<file path="src/rtl/core/mpsr_pkg.sv">
`default_nettype none

package mpsr_pkg;

	// command codes carried in the action field
	typedef enum logic [2:0] {
		ACT_PAT_BYTE = 3'd0,
		ACT_REP_BYTE = 3'd1,
		ACT_PAT_LEN  = 3'd2,
		ACT_REP_LEN  = 3'd3,
		ACT_DATA     = 3'd4,
		ACT_END      = 3'd5
	} mpsr_action_t;

	// one input item
	typedef struct packed {
		logic [2:0] action;
		logic [2:0] entry_index;
		logic [3:0] byte_position;
		logic [7:0] value;
	} mpsr_cmd_t;

	// one result item
	typedef struct packed {
		logic [7:0] out_byte;
		logic       hit;
		logic [2:0] hit_entry;
		logic       last;
	} mpsr_res_t;

	// table load broadcast to every cell
	typedef struct packed {
		logic       pat_we;
		logic       rep_we;
		logic [2:0] entry;
		logic [3:0] pos;
		logic [7:0] byte_val;
	} mpsr_load_t;

	// window control broadcast to every cell
	typedef struct packed {
		logic       emit;
		logic       append;
		logic       all_live;
		logic [7:0] data;
	} mpsr_win_ctl_t;

endpackage

`default_nettype wire

</file>
<file path="src/rtl/core/mpsr_cell.sv">
`default_nettype none

module mpsr_cell
	import mpsr_pkg::*;
#(
	parameter int POS         = 0,
	parameter int MAX_ENTRIES = 8,
	parameter int MAX_LEN     = 16,
	localparam int LW         = $clog2(MAX_LEN + 1)
) (
	input  wire logic                   clk,
	input  wire mpsr_load_t             ld,
	input  wire mpsr_win_ctl_t          ctl,
	input  wire logic [LW-1:0]          fill,
	input  wire logic [LW-1:0]          plen [MAX_ENTRIES],
	input  wire logic [LW-1:0]          rlen [MAX_ENTRIES],
	input  wire logic [MAX_ENTRIES-1:0] sel,
	input  wire logic [7:0]             nb_byte,
	output logic [MAX_ENTRIES-1:0]      match,
	output logic [7:0]                  cur_byte
);

	logic [7:0] win_q;
	logic [7:0] pat_q [MAX_ENTRIES];
	logic [7:0] rep_q [MAX_ENTRIES];
	logic       live;
	logic       is_tail;

	assign live    = ctl.all_live || (POS < 32'(fill));
	assign is_tail = (32'(fill) == POS);

	// pattern and replacement bytes for this offset, one per entry
	always_ff @(posedge clk) begin
		for (int e = 0; e < MAX_ENTRIES; e++) begin
			if (ld.pat_we && 32'(ld.entry) == e && 32'(ld.pos) == POS) begin
				pat_q[e] <= ld.byte_val;
			end
			if (ld.rep_we && 32'(ld.entry) == e && 32'(ld.pos) == POS) begin
				rep_q[e] <= ld.byte_val;
			end
		end
	end

	// window byte: shift from neighbor on emit, or take new data at the tail
	always_ff @(posedge clk) begin
		if (ctl.emit) begin
			win_q <= nb_byte;
		end else if (ctl.append && is_tail) begin
			win_q <= ctl.data;
		end
	end

	// per-entry compare, offsets past the pattern length always agree
	always_comb begin
		for (int e = 0; e < MAX_ENTRIES; e++) begin
			match[e] = (win_q == pat_q[e]) || !(POS < 32'(plen[e]));
		end
	end

	// overwrite with the selected replacement byte inside its length
	always_comb begin
		cur_byte = win_q;
		for (int e = 0; e < MAX_ENTRIES; e++) begin
			if (sel[e] && live && POS < 32'(rlen[e])) begin
				cur_byte = rep_q[e];
			end
		end
	end

endmodule

`default_nettype wire

</file>
<file path="src/rtl/core/multi_pattern_stream_replacer_unit.sv">
// Throughput: one item per cycle unless a drain or a stalled result holds it; compare, replace
// and shift of the whole cell row happen in the same cycle. A data byte that finds the window
// full gives its result in the cycle after it is taken. End of region drains the window at one
// result per cycle while res_stall is low, one per buffered byte, stalling the command channel
// until the last byte is emitted. Reset (arst_n low): window fill, lengths, active count and
// handshake state clear; window bytes and pattern/replacement tables are undefined until loaded.
`default_nettype none

module multi_pattern_stream_replacer_unit
	import mpsr_pkg::*;
#(
	parameter int MAX_ENTRIES = 8,
	parameter int MAX_LEN     = 16
) (
	input  wire logic      clk,
	input  wire logic      arst_n,
	input  wire logic      cfg_we,
	input  wire logic [3:0] cfg_wdata,
	input  wire logic      cmd_valid,
	output logic           cmd_stall,
	input  wire mpsr_cmd_t cmd,
	output logic           res_valid,
	input  wire logic      res_stall,
	output mpsr_res_t      res
);

	localparam int LW = $clog2(MAX_LEN + 1);
	localparam int EW = (MAX_ENTRIES > 1) ? $clog2(MAX_ENTRIES) : 1;
	localparam int AW = $clog2(MAX_ENTRIES + 1);

	logic [LW-1:0]          fill_q;
	logic                   drain_q;
	logic [AW-1:0]          act_q;
	logic [LW-1:0]          longest_q;
	logic [LW-1:0]          plen_q [MAX_ENTRIES];
	logic [LW-1:0]          rlen_q [MAX_ENTRIES];
	logic                   res_valid_q;
	mpsr_res_t              res_q;

	logic                   accept;
	logic                   free;
	logic                   is_pat_byte, is_rep_byte, is_pat_len, is_rep_len;
	logic                   is_data, is_end;
	logic                   emit_data, emit_drain, emit;
	logic                   test_en;
	logic [LW-1:0]          len_sat;
	logic [LW-1:0]          max_len_c;
	logic [MAX_ENTRIES-1:0] hit_vec;
	logic [MAX_ENTRIES-1:0] sel;
	logic [EW-1:0]          hit_idx;
	mpsr_load_t             ld;
	mpsr_win_ctl_t          ctl;
	logic [7:0]             cell_byte [MAX_LEN];
	logic [7:0]             nb_byte   [MAX_LEN];
	logic [MAX_ENTRIES-1:0] match     [MAX_LEN];

	// handshake: output register frees in the cycle it is taken
	assign free      = !res_valid_q || !res_stall;
	assign cmd_stall = drain_q || !free;
	assign accept    = cmd_valid && !cmd_stall;
	assign res_valid = res_valid_q;
	assign res       = res_q;

	// decode the accepted item
	always_comb begin
		is_pat_byte = 1'b0;
		is_rep_byte = 1'b0;
		is_pat_len  = 1'b0;
		is_rep_len  = 1'b0;
		is_data     = 1'b0;
		is_end      = 1'b0;
		unique case (cmd.action)
			ACT_PAT_BYTE: is_pat_byte = accept;
			ACT_REP_BYTE: is_rep_byte = accept;
			ACT_PAT_LEN:  is_pat_len  = accept;
			ACT_REP_LEN:  is_rep_len  = accept;
			ACT_DATA:     is_data     = accept;
			ACT_END:      is_end      = accept;
			default: ;
		endcase
	end

	assign emit_data  = is_data && (32'(fill_q) == MAX_LEN);
	assign emit_drain = drain_q && free;
	assign emit       = emit_data || emit_drain;
	assign test_en    = emit_data || (fill_q > longest_q);
	assign len_sat    = (32'(cmd.value) > MAX_LEN) ? LW'(MAX_LEN) : LW'(cmd.value);

	// broadcast buses to the cell row
	always_comb begin
		ld.pat_we    = is_pat_byte;
		ld.rep_we    = is_rep_byte;
		ld.entry     = cmd.entry_index;
		ld.pos       = cmd.byte_position;
		ld.byte_val  = cmd.value;
		ctl.emit     = emit;
		ctl.append   = is_data;
		ctl.all_live = emit_data;
		ctl.data     = cmd.value;
	end

	// cell row, each cell shifts toward the front on emit
	for (genvar k = 0; k < MAX_LEN; k++) begin : g_cell
		if (k == MAX_LEN - 1) begin : g_tail
			assign nb_byte[k] = cmd.value;
		end else begin : g_mid
			assign nb_byte[k] = cell_byte[k+1];
		end
		mpsr_cell #(
			.POS         (k),
			.MAX_ENTRIES (MAX_ENTRIES),
			.MAX_LEN     (MAX_LEN)
		) u_cell (
			.clk      (clk),
			.ld       (ld),
			.ctl      (ctl),
			.fill     (fill_q),
			.plen     (plen_q),
			.rlen     (rlen_q),
			.sel      (sel),
			.nb_byte  (nb_byte[k]),
			.match    (match[k]),
			.cur_byte (cell_byte[k])
		);
	end

	// full-pattern hit per entry
	always_comb begin
		for (int e = 0; e < MAX_ENTRIES; e++) begin
			hit_vec[e] = test_en && (32'(act_q) > e);
			for (int k = 0; k < MAX_LEN; k++) begin
				hit_vec[e] = hit_vec[e] && match[k][e];
			end
		end
	end

	// lowest index wins
	always_comb begin
		sel     = '0;
		hit_idx = '0;
		for (int e = MAX_ENTRIES - 1; e >= 0; e--) begin
			if (hit_vec[e]) begin
				sel     = '0;
				sel[e]  = 1'b1;
				hit_idx = EW'(e);
			end
		end
	end

	// longest active pattern length
	always_comb begin
		max_len_c = '0;
		for (int e = 0; e < MAX_ENTRIES; e++) begin
			if (32'(act_q) > e && plen_q[e] > max_len_c) begin
				max_len_c = plen_q[e];
			end
		end
	end

	// configuration, lengths and longest length
	always_ff @(posedge clk or negedge arst_n) begin
		if (!arst_n) begin
			act_q     <= '0;
			longest_q <= '0;
			for (int e = 0; e < MAX_ENTRIES; e++) begin
				plen_q[e] <= '0;
				rlen_q[e] <= '0;
			end
		end else begin
			if (cfg_we) begin
				act_q <= (32'(cfg_wdata) > MAX_ENTRIES) ? AW'(MAX_ENTRIES) : AW'(cfg_wdata);
			end
			longest_q <= max_len_c;
			for (int e = 0; e < MAX_ENTRIES; e++) begin
				if (is_pat_len && 32'(cmd.entry_index) == e) begin
					plen_q[e] <= len_sat;
				end
				if (is_rep_len && 32'(cmd.entry_index) == e) begin
					rlen_q[e] <= len_sat;
				end
			end
		end
	end

	// window fill and drain control
	always_ff @(posedge clk or negedge arst_n) begin
		if (!arst_n) begin
			fill_q  <= '0;
			drain_q <= 1'b0;
		end else begin
			if (is_data && !emit_data) begin
				fill_q <= fill_q + LW'(1);
			end else if (emit_drain) begin
				fill_q <= fill_q - LW'(1);
			end
			if (is_end && fill_q != '0) begin
				drain_q <= 1'b1;
			end else if (emit_drain && fill_q == LW'(1)) begin
				drain_q <= 1'b0;
			end
		end
	end

	// output register
	always_ff @(posedge clk or negedge arst_n) begin
		if (!arst_n) begin
			res_valid_q <= 1'b0;
		end else if (free) begin
			res_valid_q <= emit;
		end
	end

	always_ff @(posedge clk) begin
		if (free && emit) begin
			res_q.out_byte  <= cell_byte[0];
			res_q.hit       <= |hit_vec;
			res_q.hit_entry <= 3'(hit_idx);
			res_q.last      <= emit_drain && (fill_q == LW'(1));
		end
	end

`ifndef SYNTHESIS
	a_fill_range: assert property (@(posedge clk) disable iff (!arst_n)
		32'(fill_q) <= MAX_LEN)
		else $error("window fill out of range");

	a_drain_nonempty: assert property (@(posedge clk) disable iff (!arst_n)
		drain_q |-> fill_q != '0)
		else $error("draining with empty window");

	a_last_empty: assert property (@(posedge clk) disable iff (!arst_n)
		(res_valid_q && res_q.last) |-> (fill_q == '0 && !drain_q))
		else $error("last marker while window still holds bytes");

	a_entry_zero: assert property (@(posedge clk) disable iff (!arst_n)
		(res_valid_q && !res_q.hit) |-> res_q.hit_entry == 3'd0)
		else $error("hit entry set without a hit");
`endif

endmodule

`default_nettype wire
</file>
<file path="config.mk">
export PLATFORM = sky130hd
export DESIGN_NAME = multi_pattern_stream_replacer_unit
export DESIGN_NICKNAME = d
export VERILOG_FILES = /design/src/rtl/core/mpsr_pkg.sv /design/src/rtl/core/mpsr_cell.sv /design/src/rtl/core/multi_pattern_stream_replacer_unit.sv
export SDC_FILE = /design/constraint.sdc
export NUM_CORES = 2
export LEC_CHECK = 0
export BUFFER_PORTS_ARGS = -buffer_cell sky130_fd_sc_hd__clkbuf_2
export CORE_UTILIZATION = 42
export CTS_CLUSTER_DIAMETER = 30
export DETAILED_ROUTE_END_ITERATION = 6
export PLACE_DENSITY_LB_ADDON = 0.2
export SETUP_SLACK_MARGIN = 0.4
export SLEW_MARGIN = 20
export SYNTH_ARGS = -nofsm -noshare
export SYNTH_HDL_FRONTEND = slang
export SYNTH_SLANG_ARGS = --single-unit
export TNS_END_PERCENT = 30
</file>
<file path="constraint.sdc">
create_clock -name clk -period 18.75 [get_ports clk]
set_input_delay 0.9375 -clock clk [delete_from_list [all_inputs] [get_ports clk]]
set_output_delay 0.9375 -clock clk [all_outputs]
set_load 0.005 [all_outputs]
</file>
==> metrics <==
RSZ-0062 raised after global routing no; fraction of layout cells with a size suffix above 1 0.146; largest net degree at the start of global routing 146; Final Cycle Share 0.687; max incr delay on CP 0.74 ns; predominant post-synthesis flop cell edfxtp_1; Area Overhead vs Synth 20.5%; Synth Warn # 0; Setup crit start kind flip-flop; DR vias 61500; sw frac 0.295; status finished, final reports clean; first-pass GRT wire length 454 mm; max-slew violation count 0; Avg Cell Area, Syn 13.9 sq um; sequential fraction of the synthesis area 0.691; CP Buf/Inv Count 5; r2r startpoint act_q[3]$_DFFE_PN0P_; CTS Buf Count 476; vias in the first global route 60500; family with the most delay on the worst path compound AO/OA/AOI/OAI gates; Fmax 0.0777 GHz; final worst slack 5.87 ns; Die Y 487 um; final core utilization 0.510; Post-CTS Setup Bufs 0; Cells after Synth 7081; worst reg-to-reg path cell count 54; Leak 41.4 nW; Synth area leader edfxtp_1; hold path start cmd[15]; top cell type's share of synthesized area 0.666; skew final 0.167 ns; normalized max-slew margin 0.0284; Hold Path Class in2reg; post-layout min period 12.88 ns; nets 7398; Core Box Area 233000 sq um; H-tree level count 5; critical path's slowest cell or4_1; WP data arrival 13.71 ns; crit path max fanout 9; crit path capture type flip-flop; top cells by count, synth edfxtp_1, nor2_1, xnor2_1; total track usage 0.272; Initial Util 0.423; Clk pwr share 0.456; most common cell in the netlist edfxtp_1; CTS tree done; Logic pwr share 0.183; clk sinks 2285; DRC 0; IO Pins 42; Cells on Worst Hold Path 3; pwr/cell area 154 nW/um^2; 1st-iter DRT viols 6634; critical path's most frequent cell ha_1; P_sw 5.39 mW; WP depth 54; initial antenna violation count 37; Setup violations, final 0; Die X 487 um; Initial DRT Pass Iterations 6; setup tns final 0 ns; asr flop ratio synth 0.0420; Routed Antenna Nets 0; Critical Path RT 19.58 ns; total grt overflow 0; Longest Clk Path Bufs 4; Crit Path Category reg2reg; Via density 5.66; Max-cap violations 0; Port Buf Inserts 41; FP Rows 177; Routed WL 324 mm; beginning of the critical path act_q[3]$_DFFE_PN0P_; routability cong. 1.00; synth top area cells edfxtp_1, xnor2_1, xor2_1, mux2i_1, nor2_1; Worst VDD drop 0.0865 mV; Post-synth EDFFs 2189; worst slack, placed 6.16 ns; DIE AREA 237000 sq um; Final HPWL DP 208 mm; synthesis-stage register bit count 2285; Mapped Area 98700 sq um; syn_nets 7140; final hold vios 0; Worst-Margin Slew 1.46 ns; fillcell total 19800; root buffer cell clkbuf_16; Power Internal 12.9 mW; Worst-Skew Late Latency 1.08 ns; Netlist cell types 96; WL per Instance 29.8 um; Reg power frac 0.361; Clk pin slew, worst setup/hold paths 0.05 ns
-- repair_timing --
action / in CTS / in global routing
gates resized for setup: 0 / 0
endpoints found under the hold margin: 35 / 0
hold buffers: 1 / 0
-- per-stage QoR --
stage	total power [mW]	hold WS, ns	instances	instance area, sq um
after floorplan	8.57	0.496	7081	98700
after global placement	9.95	0.532	9991	103000
after detailed placement	9.98	0.515	9991	103000
after CTS	18.3	0.243	10900	119000
after global routing	18.9	0.275	10900	119000
final	18.3	0.280	10900	119000
-- logic make-up after synthesis --
| family | after synthesis | share of synthesized area |
|---|---|---|
| DFF | 2285 | 0.691 |
| and+or+nand+nor | 1725 | 0.0797 |
| AOI/OAI and AO/OA | 1067 | 0.0661 |
| xor gates and xnor gates | 1036 | 0.0920 |
| muxes | 474 | 0.0496 |
| buffers and inverters | 459 | 0.0177 |
| adders and majority gates | 35 | 0.00436 |
-- worst paths after layout --
check | slack [ns] | endpoint
min in group asynchronous | 0.54 | rlen_q[18]$_DFFE_PN0P_
hold reg to reg | 0.52 | g_cell[13].u_cell.win_q[6]$_DFFE_PP_
max in group asynchronous | 16.89 | plen_q[26]$_DFFE_PN0P_
setup / recovery | 5.87 | longest_q[1]$_DFF_PN0_
setup reg to reg | 5.87 | longest_q[1]$_DFF_PN0_
hold / removal | 0.28 | drain_q$_DFFE_PN0P_
-- power by group through the flow --
stage | registers [mW] | clock network (mW) | logic (mW)
after detailed placement | 6.68 | 0 | 3.30
after global routing | 6.61 | 8.67 | 3.61
after global placement | 6.68 | 0 | 3.27
after CTS | 6.60 | 8.41 | 3.32
final | 6.60 | 8.34 | 3.34
after floorplan | 5.99 | 0 | 2.58
-- per-layer routing --
metal / part of all wire / vias to the layer above / GRT usage
li1: - / 26900 / -
met1: 0.41 / 31300 / 0.360
met2: 0.46 / 2626 / 0.430
met3: 0.079 / 621 / 0.0554
met4: 0.047 / 6 / 0.125
met5: 0.00011 / - / 0
-- cells in the final DEF, fill, tap and decap left out, types with 16 or more instances in the layout --
master | synthesis | final
a211oi_1 | 67 | 66
o21ai_0 | 332 | 331
clkinv_1 | 1 | 83
clkbuf_2 | 0 | 32
clkinvlp_4 | 0 | 58
bufinv_16 | 0 | 73
xor2_1 | 497 | 497
nand4_1 | 148 | 148
a21oi_1 | 357 | 356
clkbuf_16 | 0 | 481
dfrtp_1 | 96 | 96
buf_4 | 4 | 127
a211o_1 | 36 | 36
nand2b_1 | 30 | 28
inv_1 | 68 | 68
nand2_1 | 424 | 403
mux2i_1 | 371 | 371
nor3_1 | 51 | 41
edfxtp_1 | 2189 | 2189
nor4_1 | 145 | 134
clkinv_4 | 0 | 21
clkinv_2 | 0 | 75
or2_2 | 24 | 24
or3_1 | 22 | 22
inv_6 | 0 | 18
xnor2_1 | 539 | 539
nor2_1 | 733 | 732
o31ai_1 | 26 | 26
nand3_1 | 51 | 50
o211ai_1 | 57 | 57
o21a_1 | 16 | 16
mux2_2 | 96 | 96
and2_1 | 19 | 19
clkbuf_1 | 353 | 53
ha_1 | 32 | 32
a31oi_1 | 39 | 39
-- layout make-up --
class / instances / area, sq um / share of cell area
Antenna cell: 7 / 17.5 / 0.000147
Clock buffer: 539 / 12300 / 0.103
Clock inverter: 331 / 3720 / 0.0313
Inverter: 69 / 259 / 0.00218
Multi-Input combinational cell: 4337 / 29300 / 0.246
Sequential cell: 2285 / 68100 / 0.573
Tap cell: 3132 / 3920 / 0.0330
Timing Repair Buffer: 170 / 1280 / 0.0108
-- sequential cells by signal (all words and copies together) (netlist names), 4 cells and up --
signal and flops:
act_q 4, res 13, g_cell.u_cell.rep_q 1024, fill_q 5
g_cell.u_cell.win_q 128, g_cell.u_cell.pat_q 1024, longest_q 5, plen_q 40
rlen_q 40
-- worst min-delay path, cell delays in order --
cell and delay (ns):
clkbuf_2 0.17, nand3b_1 0.12, o21ai_0 0.07
(Power assumes the default switching activity.)
